[config.mk]
export PLATFORM = sky130hd
export DESIGN_NAME = headset_jack_type_detector_top
export DESIGN_NICKNAME = d
export VERILOG_FILES = /design/src/hdl/jtd_pkg.sv /design/src/hdl/jtd_cfg.sv /design/src/hdl/jtd_step.sv /design/src/hdl/headset_jack_type_detector_top.sv
export SDC_FILE = /design/constraint.sdc
export NUM_CORES = 1
export LEC_CHECK = 0
export BUFFER_PORTS_ARGS = -buffer_cell sky130_fd_sc_hd__buf_2
export CAP_MARGIN = 30
export CORE_MARGIN = 1
export CORE_UTILIZATION = 55
export DETAILED_ROUTE_END_ITERATION = 10
export PLACE_DENSITY = 0.8
export SLEW_MARGIN = 20
export SYNTH_ARGS = -nofsm -noshare
export SYNTH_HDL_FRONTEND = slang
export SYNTH_SLANG_ARGS = --single-unit
[constraint.sdc]
create_clock -name aclk -period 12.05 [get_ports aclk]
set_input_delay 1.8075 -clock aclk [delete_from_list [all_inputs] [get_ports aclk]]
set_output_delay 1.8075 -clock aclk [all_outputs]
set_load 0.05 [all_outputs]
[src/hdl/jtd_pkg.sv]
// Shared types, register codes and constants of the headset jack type detector.
`default_nettype none

package jtd_pkg;

    localparam int ZONES          = 4;
    localparam int HW_ZONES       = 4;
    localparam int DEBOUNCE_TICKS = 200;
    localparam int ZONE_LIMIT     = (ZONES < HW_ZONES) ? ZONES : HW_ZONES;
    localparam int ZONE_IDX_W     = $clog2(HW_ZONES);

    localparam int CFG_INDEX_W = 3;
    localparam int CFG_DATA_W  = 36;
    localparam int IN_TDATA_W  = 16;
    localparam int OUT_TDATA_W = 16;

    localparam logic [CFG_INDEX_W-1:0] REG_ZONE_A        = 3'd0;
    localparam logic [CFG_INDEX_W-1:0] REG_ZONE_B        = 3'd1;
    localparam logic [CFG_INDEX_W-1:0] REG_ZONE_C        = 3'd2;
    localparam logic [CFG_INDEX_W-1:0] REG_ZONE_D        = 3'd3;
    localparam logic [CFG_INDEX_W-1:0] REG_ZONE_COUNT    = 3'd4;
    localparam logic [CFG_INDEX_W-1:0] REG_DETECT_POLAR  = 3'd5;
    localparam logic [CFG_INDEX_W-1:0] REG_HEADSET_CODE  = 3'd6;

    localparam logic [8:0] HITS_MAX       = 9'd511;
    localparam logic [7:0] DEBOUNCE_LOAD  = 8'(DEBOUNCE_TICKS);
    localparam logic [7:0] HEADSET_RESET  = 8'd3;

    typedef enum logic [1:0] {
        PH_IDLE,
        PH_DEBOUNCE,
        PH_SAMPLE,
        PH_WAIT
    } phase_t;

    typedef struct packed {
        logic [7:0]  kind;
        logic [7:0]  delay_ticks;
        logic [7:0]  confirm;
        logic [11:0] upper;
    } zone_t;

    typedef struct packed {
        zone_t [HW_ZONES-1:0] zones;
        logic [2:0]           zone_count;
        logic                 detect_active_high;
        logic [7:0]           headset_code;
    } cfg_t;

    typedef struct packed {
        logic        restart;
        logic [11:0] adc_sample;
        logic        detect_level;
    } item_t;

    typedef struct packed {
        logic       busy_res;
        logic       type_changed;
        logic [7:0] jack_kind;
        logic       key_detect_on;
        logic       mic_bias;
    } result_t;

endpackage

`default_nettype wire

[src/hdl/jtd_cfg.sv]
// Configuration register file: zone table, zone count, detect polarity, headset code.
`default_nettype none

module jtd_cfg (
    input  wire logic                               aclk,
    input  wire logic                               aresetn,
    input  wire logic                               wr_en,
    input  wire logic [jtd_pkg::CFG_INDEX_W-1:0]    wr_index,
    input  wire logic [jtd_pkg::CFG_DATA_W-1:0]     wr_data,
    output jtd_pkg::cfg_t                           cfg
);
    import jtd_pkg::*;

    zone_t [HW_ZONES-1:0] zones_reg;
    logic [2:0]           zone_count_reg;
    logic                 polarity_reg;
    logic [7:0]           headset_reg;

    always_ff @(posedge aclk) begin
        if (!aresetn) begin
            zones_reg      <= '0;
            zone_count_reg <= '0;
            polarity_reg   <= 1'b1;
            headset_reg    <= HEADSET_RESET;
        end else if (wr_en) begin
            case (wr_index)
                REG_ZONE_A:       zones_reg[0]   <= zone_t'(wr_data);
                REG_ZONE_B:       zones_reg[1]   <= zone_t'(wr_data);
                REG_ZONE_C:       zones_reg[2]   <= zone_t'(wr_data);
                REG_ZONE_D:       zones_reg[3]   <= zone_t'(wr_data);
                REG_ZONE_COUNT:   zone_count_reg <= wr_data[2:0];
                REG_DETECT_POLAR: polarity_reg   <= wr_data[0];
                REG_HEADSET_CODE: headset_reg    <= wr_data[7:0];
                default: ;
            endcase
        end
    end

    assign cfg.zones              = zones_reg;
    assign cfg.zone_count         = zone_count_reg;
    assign cfg.detect_active_high = polarity_reg;
    assign cfg.headset_code       = headset_reg;

endmodule

`default_nettype wire

[src/hdl/jtd_step.sv]
// Detection state and the per-tick update: debounce, zone classification, type reporting.
`default_nettype none

module jtd_step (
    input  wire logic              aclk,
    input  wire logic              aresetn,
    input  wire logic              advance,
    input  jtd_pkg::item_t         item,
    input  jtd_pkg::cfg_t          cfg,
    output jtd_pkg::result_t       result
);
    import jtd_pkg::*;

    phase_t     phase_reg, phase_next;
    logic [7:0] debounce_reg, debounce_next;
    logic [7:0] wait_reg, wait_next;
    logic [8:0] hits_reg [HW_ZONES];
    logic [8:0] hits_next [HW_ZONES];
    logic [7:0] kind_reg, kind_next;
    logic       bias_reg, bias_next;
    logic       keys_reg, keys_next;
    logic       changed;

    logic                  present;
    logic [2:0]            zones_used;
    logic                  found;
    logic [ZONE_IDX_W-1:0] sel;
    logic [8:0]            hit_inc;
    zone_t                 zsel;

    assign present    = (item.detect_level == cfg.detect_active_high);
    assign zones_used = (cfg.zone_count > 3'(ZONE_LIMIT)) ? 3'(ZONE_LIMIT) : cfg.zone_count;

    always_comb begin
        found = 1'b0;
        sel   = '0;
        for (int i = 0; i < HW_ZONES; i++) begin
            if (!found && (3'(i) < zones_used) && (item.adc_sample <= cfg.zones[i].upper)) begin
                found = 1'b1;
                sel   = ZONE_IDX_W'(i);
            end
        end
    end

    assign zsel = cfg.zones[sel];

    always_comb begin
        phase_next    = phase_reg;
        debounce_next = debounce_reg;
        wait_next     = wait_reg;
        hits_next     = hits_reg;
        kind_next     = kind_reg;
        bias_next     = bias_reg;
        keys_next     = keys_reg;
        changed       = 1'b0;
        hit_inc       = '0;

        if (item.restart) begin
            bias_next     = 1'b1;
            hits_next     = '{default: '0};
            debounce_next = DEBOUNCE_LOAD;
            wait_next     = '0;
            phase_next    = PH_DEBOUNCE;
        end

        if (phase_next != PH_IDLE && !present) begin
            // removal: report nothing inserted
            bias_next = 1'b0;
            if (kind_next != '0) begin
                keys_next = (cfg.headset_code == '0);
                kind_next = '0;
                changed   = 1'b1;
            end
            phase_next = PH_IDLE;
        end else begin
            case (phase_next)
                PH_DEBOUNCE: begin
                    if (debounce_next != '0) debounce_next = debounce_next - 8'd1;
                    if (debounce_next == '0) phase_next = PH_SAMPLE;
                end
                PH_WAIT: begin
                    if (wait_next != '0) wait_next = wait_next - 8'd1;
                    if (wait_next == '0) phase_next = PH_SAMPLE;
                end
                PH_SAMPLE: begin
                    if (found) begin
                        hit_inc = (hits_next[sel] == HITS_MAX) ? HITS_MAX : hits_next[sel] + 9'd1;
                        hits_next[sel] = hit_inc;
                        if (hit_inc > {1'b0, zsel.confirm}) begin
                            if (zsel.kind == kind_next) begin
                                if (zsel.kind != cfg.headset_code) bias_next = 1'b0;
                            end else begin
                                if (zsel.kind == cfg.headset_code) begin
                                    keys_next = 1'b1;
                                end else begin
                                    keys_next = 1'b0;
                                    bias_next = 1'b0;
                                end
                                kind_next = zsel.kind;
                                changed   = 1'b1;
                            end
                            phase_next = PH_IDLE;
                        end else begin
                            wait_next  = zsel.delay_ticks;
                            phase_next = (zsel.delay_ticks == '0) ? PH_SAMPLE : PH_WAIT;
                        end
                    end
                end
                default: ;
            endcase
        end
    end

    always_comb begin
        result.mic_bias      = bias_next;
        result.key_detect_on = keys_next;
        result.jack_kind     = kind_next;
        result.type_changed  = changed;
        result.busy_res      = (phase_next != PH_IDLE);
    end

    always_ff @(posedge aclk) begin
        if (!aresetn) begin
            phase_reg    <= PH_IDLE;
            debounce_reg <= '0;
            wait_reg     <= '0;
            hits_reg     <= '{default: '0};
            kind_reg     <= '0;
            bias_reg     <= 1'b0;
            keys_reg     <= 1'b0;
        end else if (advance) begin
            phase_reg    <= phase_next;
            debounce_reg <= debounce_next;
            wait_reg     <= wait_next;
            hits_reg     <= hits_next;
            kind_reg     <= kind_next;
            bias_reg     <= bias_next;
            keys_reg     <= keys_next;
        end
    end

endmodule

`default_nettype wire

[src/hdl/headset_jack_type_detector_top.sv]
// Top level of the headset jack type detector: stream stages, config port, detection core.
`default_nettype none

// One transaction on s_ is one 1 ms tick; each tick yields exactly one result transaction on
// m_. A tick is registered on entry, processed against the detection state and written into
// the output register; a new tick is taken every cycle while m_tready is high. The throughput
// limit is the combinational state update (zone compare, hit count, type rules). Configuration
// writes on cfg_ are always accepted and must be issued only while no tick is in flight.
module headset_jack_type_detector_top (
    input  wire logic                                aclk,
    input  wire logic                                aresetn,
    input  wire logic                                s_tvalid,
    output      logic                                s_tready,
    // [0] detect_level, [12:1] adc_sample, [13] restart, [15:14] zero
    input  wire logic [jtd_pkg::IN_TDATA_W-1:0]      s_tdata,
    output      logic                                m_tvalid,
    input  wire logic                                m_tready,
    // [0] mic_bias, [1] key_detect_on, [9:2] jack_kind, [10] type_changed,
    // [11] busy_res, [15:12] zero
    output      logic [jtd_pkg::OUT_TDATA_W-1:0]     m_tdata,
    input  wire logic                                cfg_valid,
    output      logic                                cfg_ready,
    input  wire logic [jtd_pkg::CFG_INDEX_W-1:0]     cfg_index,
    input  wire logic [jtd_pkg::CFG_DATA_W-1:0]      cfg_data
);
    import jtd_pkg::*;

    logic    in_valid_reg;
    item_t   in_item_reg;
    logic    out_valid_reg;
    result_t out_result_reg;
    logic    advance;
    cfg_t    cfg;
    result_t result;

    assign advance   = in_valid_reg && (!out_valid_reg || m_tready);
    assign s_tready  = !in_valid_reg || advance;
    assign cfg_ready = 1'b1;

    always_ff @(posedge aclk) begin
        if (!aresetn) begin
            in_valid_reg <= 1'b0;
        end else if (s_tready) begin
            in_valid_reg <= s_tvalid;
        end
    end

    always_ff @(posedge aclk) begin
        if (s_tready && s_tvalid) begin
            in_item_reg <= item_t'(s_tdata[13:0]);
        end
    end

    always_ff @(posedge aclk) begin
        if (!aresetn) begin
            out_valid_reg <= 1'b0;
        end else if (advance) begin
            out_valid_reg <= 1'b1;
        end else if (m_tready) begin
            out_valid_reg <= 1'b0;
        end
    end

    always_ff @(posedge aclk) begin
        if (advance) begin
            out_result_reg <= result;
        end
    end

    jtd_cfg u_cfg (
        .aclk     (aclk),
        .aresetn  (aresetn),
        .wr_en    (cfg_valid && cfg_ready),
        .wr_index (cfg_index),
        .wr_data  (cfg_data),
        .cfg      (cfg)
    );

    jtd_step u_step (
        .aclk    (aclk),
        .aresetn (aresetn),
        .advance (advance),
        .item    (in_item_reg),
        .cfg     (cfg),
        .result  (result)
    );

    assign m_tvalid = out_valid_reg;
    assign m_tdata  = {4'b0, out_result_reg};

endmodule

`default_nettype wire

---- Word level (Yosys, flattened, before mapping) ----
Cells that the tools add are included.
storage, ports and cells
  logic and storage cells ................. 179
  output and inout bits ................... 19
  bits in registers ....................... 248
  input bits .............................. 60
cells by class
  eq/ne operators ......................... 14
  add/subtract/negate cells ............... 3
  reduce and logical (&&, ||, !) cells .... 37
  $lt $le $gt $ge ......................... 13
  bitwise operators ....................... 1
  muxes and demuxes ....................... 72
operator list
  operator                                              number
  2-to-1 mux 36 bit                                     5
  2-to-1 mux 8 bit                                      19
  binary-select mux 36 bit (select 2 bit)               1
  less-or-equal comparator 12 bit                       4
  bitwise mux 36 bit                                    1
  2-to-1 mux 9 bit                                      4
  zero test 8 bit                                       4
  2-to-1 mux 1 bit                                      29
  nonzero test 8 bit                                    3
  binary-select mux 9 bit (select 2 bit)                1
  demux 9 bit (select 2 bit)                            1
  equality test 8 bit                                   2
  2-to-1 mux 2 bit                                      8
  one-hot mux 8 bit (2 select lines)                    1
  subtractor 8 x 1 -> 8 bit (second input constant)     2
  AND reduction 2 bit                                   7
  logical AND 1 bit                                     11
  adder 9 x 1 -> 9 bit (second input constant)          1
  equality test 3 bit (second input constant)           3
  equality test 9 bit (second input constant)           1
  greater-than comparator 9 x 8 -> 1 bit                1
  inequality test 8 bit                                 1
  equality test 3 x 2 -> 1 bit (second input constant)  2
  zero test 1 bit                                       6
  16 further kinds                                      22

---- Logic depth before layout (Yosys ltp) ----
  depth in word-level cells ............... 29
  depth in mapped cells ................... 30
  mapped depth without buffers ............ 28

---- Hierarchy ----
Synthesis repeated with hierarchy kept, for this count alone.
second synthesis, totals
  cells, all modules ...................... 1,492
  area total of the unflattened synthesis .. 13,435.4 um^2
by module, submodules not included
  module                          area each (um^2)  times used  cells each  sequential area each (um^2)
  jtd_step                        6,732.7           1           897         1,281.2
  jtd_cfg                         5,773.0           1           553         3,123.0
  headset_jack_type_detector_top  929.6             1           42          820.8

---- Worst setup path after synthesis ----
No wires, ideal clock.
  path type ............................... reg2reg
  start ................................... reg in_item_reg[3] (netlist bit)
  end ..................................... reg out_result_reg, in the netlist m_tdata[7], data pin
  path buffers ............................ 3
  clock period less this slack ............ 6.254 ns
  arrival time ............................ 6.086 ns
  required time ........................... 11.883 ns
  library setup time ...................... 0.167 ns
  stages on the path, launching flop included .. 29
  setup slack ............................. 5.796 ns
  cell sequence ........................... edfxtp_1 ha_1 and3_1 a221o_1 a2111o_1 o211ai_2 clkbuf_1 and2_0 a221oi_1 a211oi_1 ha_1 nand4b_1 nor4_4 nor2_1 inv_1 ha_1 nor2b_1 o21a_1 o21a_1 o21a_1 o21a_1 o21a_1 o21a_1 o22a_1 a211oi_2 nor2_2 buf_6 buf_6 a211oi_1
RTL lines
  item                    line                                  RTL
  start, declared         headset_jack_type_detector_top.sv:29  item_t in_item_reg;
  start signal, assigned  headset_jack_type_detector_top.sv:50  in_item_reg <= item_t'(s_tdata[13:0]);
  end signal, assigned    headset_jack_type_detector_top.sv:66  out_result_reg <= result;
  end, declared           headset_jack_type_detector_top.sv:31  result_t out_result_reg;

---- Worst setup path in the final report ----
  start ................................... reg in_item_reg[4] (netlist bit)
  end ..................................... reg u_step.kind_reg[5]
on the way
  cells in the longest elaborated chain, start to end .. 26
  elaborated cells on any way between the ends .. 37
  those cells by class .................... add/sub (1); order compare (5); eq/ne (2); mux (18); bitwise (1); reduce/logical (10)
ends and longest elaborated chain
  item                                                         line             RTL
  less-or-equal comparator 12 bit                              jtd_step.sv:38   if (!found && (3'(i) < zones_used) && (item.adc_sample <= cfg.zones[i].upper)) begin
  logical AND 1 bit                                            jtd_step.sv:38
  2-to-1 mux 1 bit                                             jtd_step.sv:38
  zero test 1 bit                                              jtd_step.sv:38
  logical AND 1 bit (2 in a row)                               jtd_step.sv:38
  2-to-1 mux 1 bit                                             jtd_step.sv:38
  zero test 1 bit                                              jtd_step.sv:38
  logical AND 1 bit (2 in a row)                               jtd_step.sv:38
  [7 not listed]                                               --
  2-to-1 mux 9 bit (not written as such) (2 in a row)          jtd_step.sv:87   hit_inc = (hits_next[sel] == HITS_MAX) ? HITS_MAX : hits_next[sel] + 9'd1;
  adder 9 x 1 -> 9 bit or equality test 9 bit (tied branches)  jtd_step.sv:87
  2-to-1 mux 9 bit                                             jtd_step.sv:87
  greater-than comparator 9 x 8 -> 1 bit                       jtd_step.sv:89   if (hit_inc > {1'b0, zsel.confirm}) begin
  2-to-1 mux 8 bit                                             jtd_step.sv:89
  2-to-1 mux 8 bit *                                           jtd_step.sv:86   if (found) begin
  2-to-1 mux 8 bit *                                           jtd_step.sv:76   case (phase_next)
  2-to-1 mux 8 bit *                                           jtd_step.sv:66   if (phase_next != PH_IDLE && !present) begin
  end signal, assigned                                         jtd_step.sv:136  kind_reg <= kind_next;
  end, declared                                                jtd_step.sv:19   logic [7:0] kind_reg, kind_next;
Every way passes the cells marked *; elsewhere a longest branch is shown, timed or not. The select of a mux whose other input is x is not followed.
A chain may end at the register's enable or synchronous reset.

==> run summary <==
number of max-cap violations: 0
global-route track usage on met2: 0.497
fraction of registers with async set or reset after synthesis: 0
crit path launch type: flip-flop
via count of the first global-routing pass: 11,517
largest fanout on the critical path: 23
nets: 1,806
setup slack of the critical path after layout: 4090 ps
sequential-to-total area share from yosys stat: 0.404
cell type with the largest total area after synthesis: sky130_fd_sc_hd__dfxtp_1
layout cells sized above 1: 0.0950
HP Start: u_cfg.cfg[83]
CP Data Arrival Time: 8410 ps
area share of the largest cell type after synthesis: 0.344
number of DRC violations after detailed-routing iteration 0: 1,095
Max-Slew Margin vs Limit: 0.350
final hold violations: 0
Critical Path RT: 12,500 ps
final HPWL from detailed placement: 24,200 µm
classification of the worst-slack hold path: reg2reg
clock insertion delay at the later pin of the skew report: 550 ps
detailed-route DRC error count: 0
post-route setup TNS: 0 ps
Max IR drop VDD: 0.123 mV
routing usage on met3: 0.0604
Global Route met1 Usage: 0.398
average wire per cell in the routed design: 18.1 µm
Reg2Reg Setup Slack: 4090 ps
setup repair after global routing missed its margin: no
critical path's top delay family: compound AO/OA/AOI/OAI gates
fin crit share: 0.661
startpoint-to-endpoint class of the critical path: reg2reg
buffer and inverter count on the worst path: 1
maximum number of pins on one net before global-route repair: 110
Area Growth Syn to Fin: 11.7%
H-tree level count: 1
critical register-to-register path startpoint: in_item_reg[4]
Finished Core Util: 0.632
ranking of synthesized cells by area: sky130_fd_sc_hd__dfxtp_1 (34%), sky130_fd_sc_hd__nand2_1 (11%), sky130_fd_sc_hd__a21oi_1 (8.5%), sky130_fd_sc_hd__edfxtp_1 (6.0%), sky130_fd_sc_hd__ha_1 (5.9%)
Longest Clk Path Bufs: 3
Final Setup Violations: 0
die height: 155 µm
total die area: 24,100 µm²
number of flip-flops in the largest register: 144
cts repair resizes: 0
number of antenna violations at the first check in global routing: 2
fin crit period: 7960 ps
All-Layer GR Usage: 0.305
Floorplan Core Area: 22,800 µm²
status: finished, final reports clean
GRT busiest layer: met2
number of port buffers: 71
detailed-route vias per instance: 6.09
Avg Synthesized Cell Area: 7.80 µm²
Post-CTS Hold Fix Bufs: 0
count of cell types in the netlist: 85
Worst Clk Skew: 9.82 ps
die width: 155 µm
Power Dens Cells: 137 nW/µm²
wirelength, routed: 36,600 µm
num ports: 79
Yosys warnings: 0
crit path capture type: flip-flop
crit path launch: in_item_reg[4]
Post-Place Worst Slack: 4300 ps
biggest cell delay along the critical path: 770 ps
TritonCTS clock tree: yes
Mapped Area: 12,900 µm²
smallest hold slack: 452 ps
final-report max-slew violation count: 0
final global-route overflow total: 0
global-route wire length before repair: 59,100 µm
clock edge transition at the registers on the reported setup and hold paths: 70 ps
slew at the pin with the worst max-slew slack: 975 ps
first-pass iteration count of the detailed router: 5
post-route ant nets: 0
FMAX: 126 MHz
crit path max-delay cell type: sky130_fd_sc_hd__o211a_2
number of enable flip-flop cells after synthesis: 26
clock root buffer: sky130_fd_sc_hd__clkbuf_16
CTS sink cnt: 248
Std-Cell Rows: 55
cells after synthesis: 1,657
effective utilization at floorplan: 0.566
total via count in the routed design: 12,308
total clock buffers created by CTS: 27
Post-CTS Setup Repair Bufs: 0
primary flip-flop cell chosen by synthesis mapping: sky130_fd_sc_hd__dfxtp_1
Seq cells post-synth: 248
leakage power: 5.09 nW
gpl congestion: 0.931
cell with the most instances on the worst path: sky130_fd_sc_hd__o21a_1
## power breakdown
group          switching (mW)  leakage [nW]  internal (mW)
registers              0.0140          2.04          0.853
logic                   0.139          2.56         0.0624
clock network           0.350         0.485          0.557
## tightest hold or removal path, delay by kind of cell (launching register included)
family           cells  cell delay, ps
flip-flops           1             310
AND/OR/NAND/NOR      1              50
AO/OA/AOI/OAI        1              50
## cell usage in the layout, fill, tap and decap left out, drive strengths merged, types with 9 or more instances in the layout
cell type / instances
nand4: 15
ha: 61
or3: 11
a222oi: 10
a22oi: 27
nand2: 395
o21a: 9
and2: 14
clkinv: 11
edfxtp: 26
dfxtp: 222
xor2: 13
inv: 76
nor3: 23
buf: 88
a21o: 12
clkbuf: 35
a21oi: 220
nor2b: 14
o21ai: 80
nor2: 105
mux2i: 12
nand3: 40
nor4: 13
o31ai: 13
a211oi: 17
o211ai: 13
o22ai: 10
## cells in the mapped netlist (6+ instances only)
cell type / instances
sky130_fd_sc_hd__nand2_1: 395
sky130_fd_sc_hd__dfxtp_1: 222
sky130_fd_sc_hd__a21oi_1: 220
sky130_fd_sc_hd__nor2_1: 104
sky130_fd_sc_hd__clkbuf_1: 81
sky130_fd_sc_hd__inv_1: 74
sky130_fd_sc_hd__o21ai_0: 67
sky130_fd_sc_hd__ha_1: 61
sky130_fd_sc_hd__nand3_1: 39
sky130_fd_sc_hd__a22oi_1: 27
sky130_fd_sc_hd__edfxtp_1: 26
sky130_fd_sc_hd__nor3_1: 21
sky130_fd_sc_hd__nand4_1: 15
sky130_fd_sc_hd__a211oi_1: 14
sky130_fd_sc_hd__nor2b_1: 14
sky130_fd_sc_hd__and2_1: 13
sky130_fd_sc_hd__o21ai_1: 13
sky130_fd_sc_hd__o31ai_1: 13
sky130_fd_sc_hd__xor2_1: 13
sky130_fd_sc_hd__a21o_1: 12
sky130_fd_sc_hd__mux2i_1: 12
sky130_fd_sc_hd__nor4_1: 12
sky130_fd_sc_hd__o211ai_1: 11
sky130_fd_sc_hd__or3_1: 11
sky130_fd_sc_hd__a222oi_1: 10
sky130_fd_sc_hd__o22ai_1: 10
sky130_fd_sc_hd__o21a_1: 9
sky130_fd_sc_hd__and3_1: 8
sky130_fd_sc_hd__a21boi_0: 6
sky130_fd_sc_hd__a31oi_1: 6
## per-stage QoR
step	cell area, µm²	cells	power (mW)
5_1_grt	14400	2020	2.03
6_report	14400	2020	1.97
3_5_place_dp	13500	1968	1.08
3_3_place_gp	13400	1967	1.08
2_1_floorplan	12900	1660	1.02
4_1_cts	14400	2018	1.98
## routing by layer
metal	up-vias	part of all wire
li1	5878	-
met1	5762	0.42
met2	560	0.46
met3	106	0.091
met4	2	0.033
met5	-	0.00036
## layout make-up
cell class	instances	area, µm²
timing repair buffer	89	498
clock buffer	34	763
tap	313	392
multi-input combinational	1243	7060
fill	1994	8400
antenna	1	2.50
inverter	76	290
sequential	248	5230
clock inverter	16	218
## kinds of logic after synthesis
family          synth area share
buf+inv                   0.0522
xor+xnor                  0.0122
simple gates               0.226
compound gates             0.234
flops                      0.404
other cells             0.000581
fa+ha+maj                 0.0590
mux                       0.0110
## final timing paths
path                            cells past startpoint            endpoint
worst max-delay path                               25  u_step.kind_reg[5]
worst min register to register                      2       u_cfg.cfg[83]
worst max register to register                     25  u_step.kind_reg[5]
worst min-delay path                                2       u_cfg.cfg[83]
No activity file was read; power rests on OpenSTA's default activity.
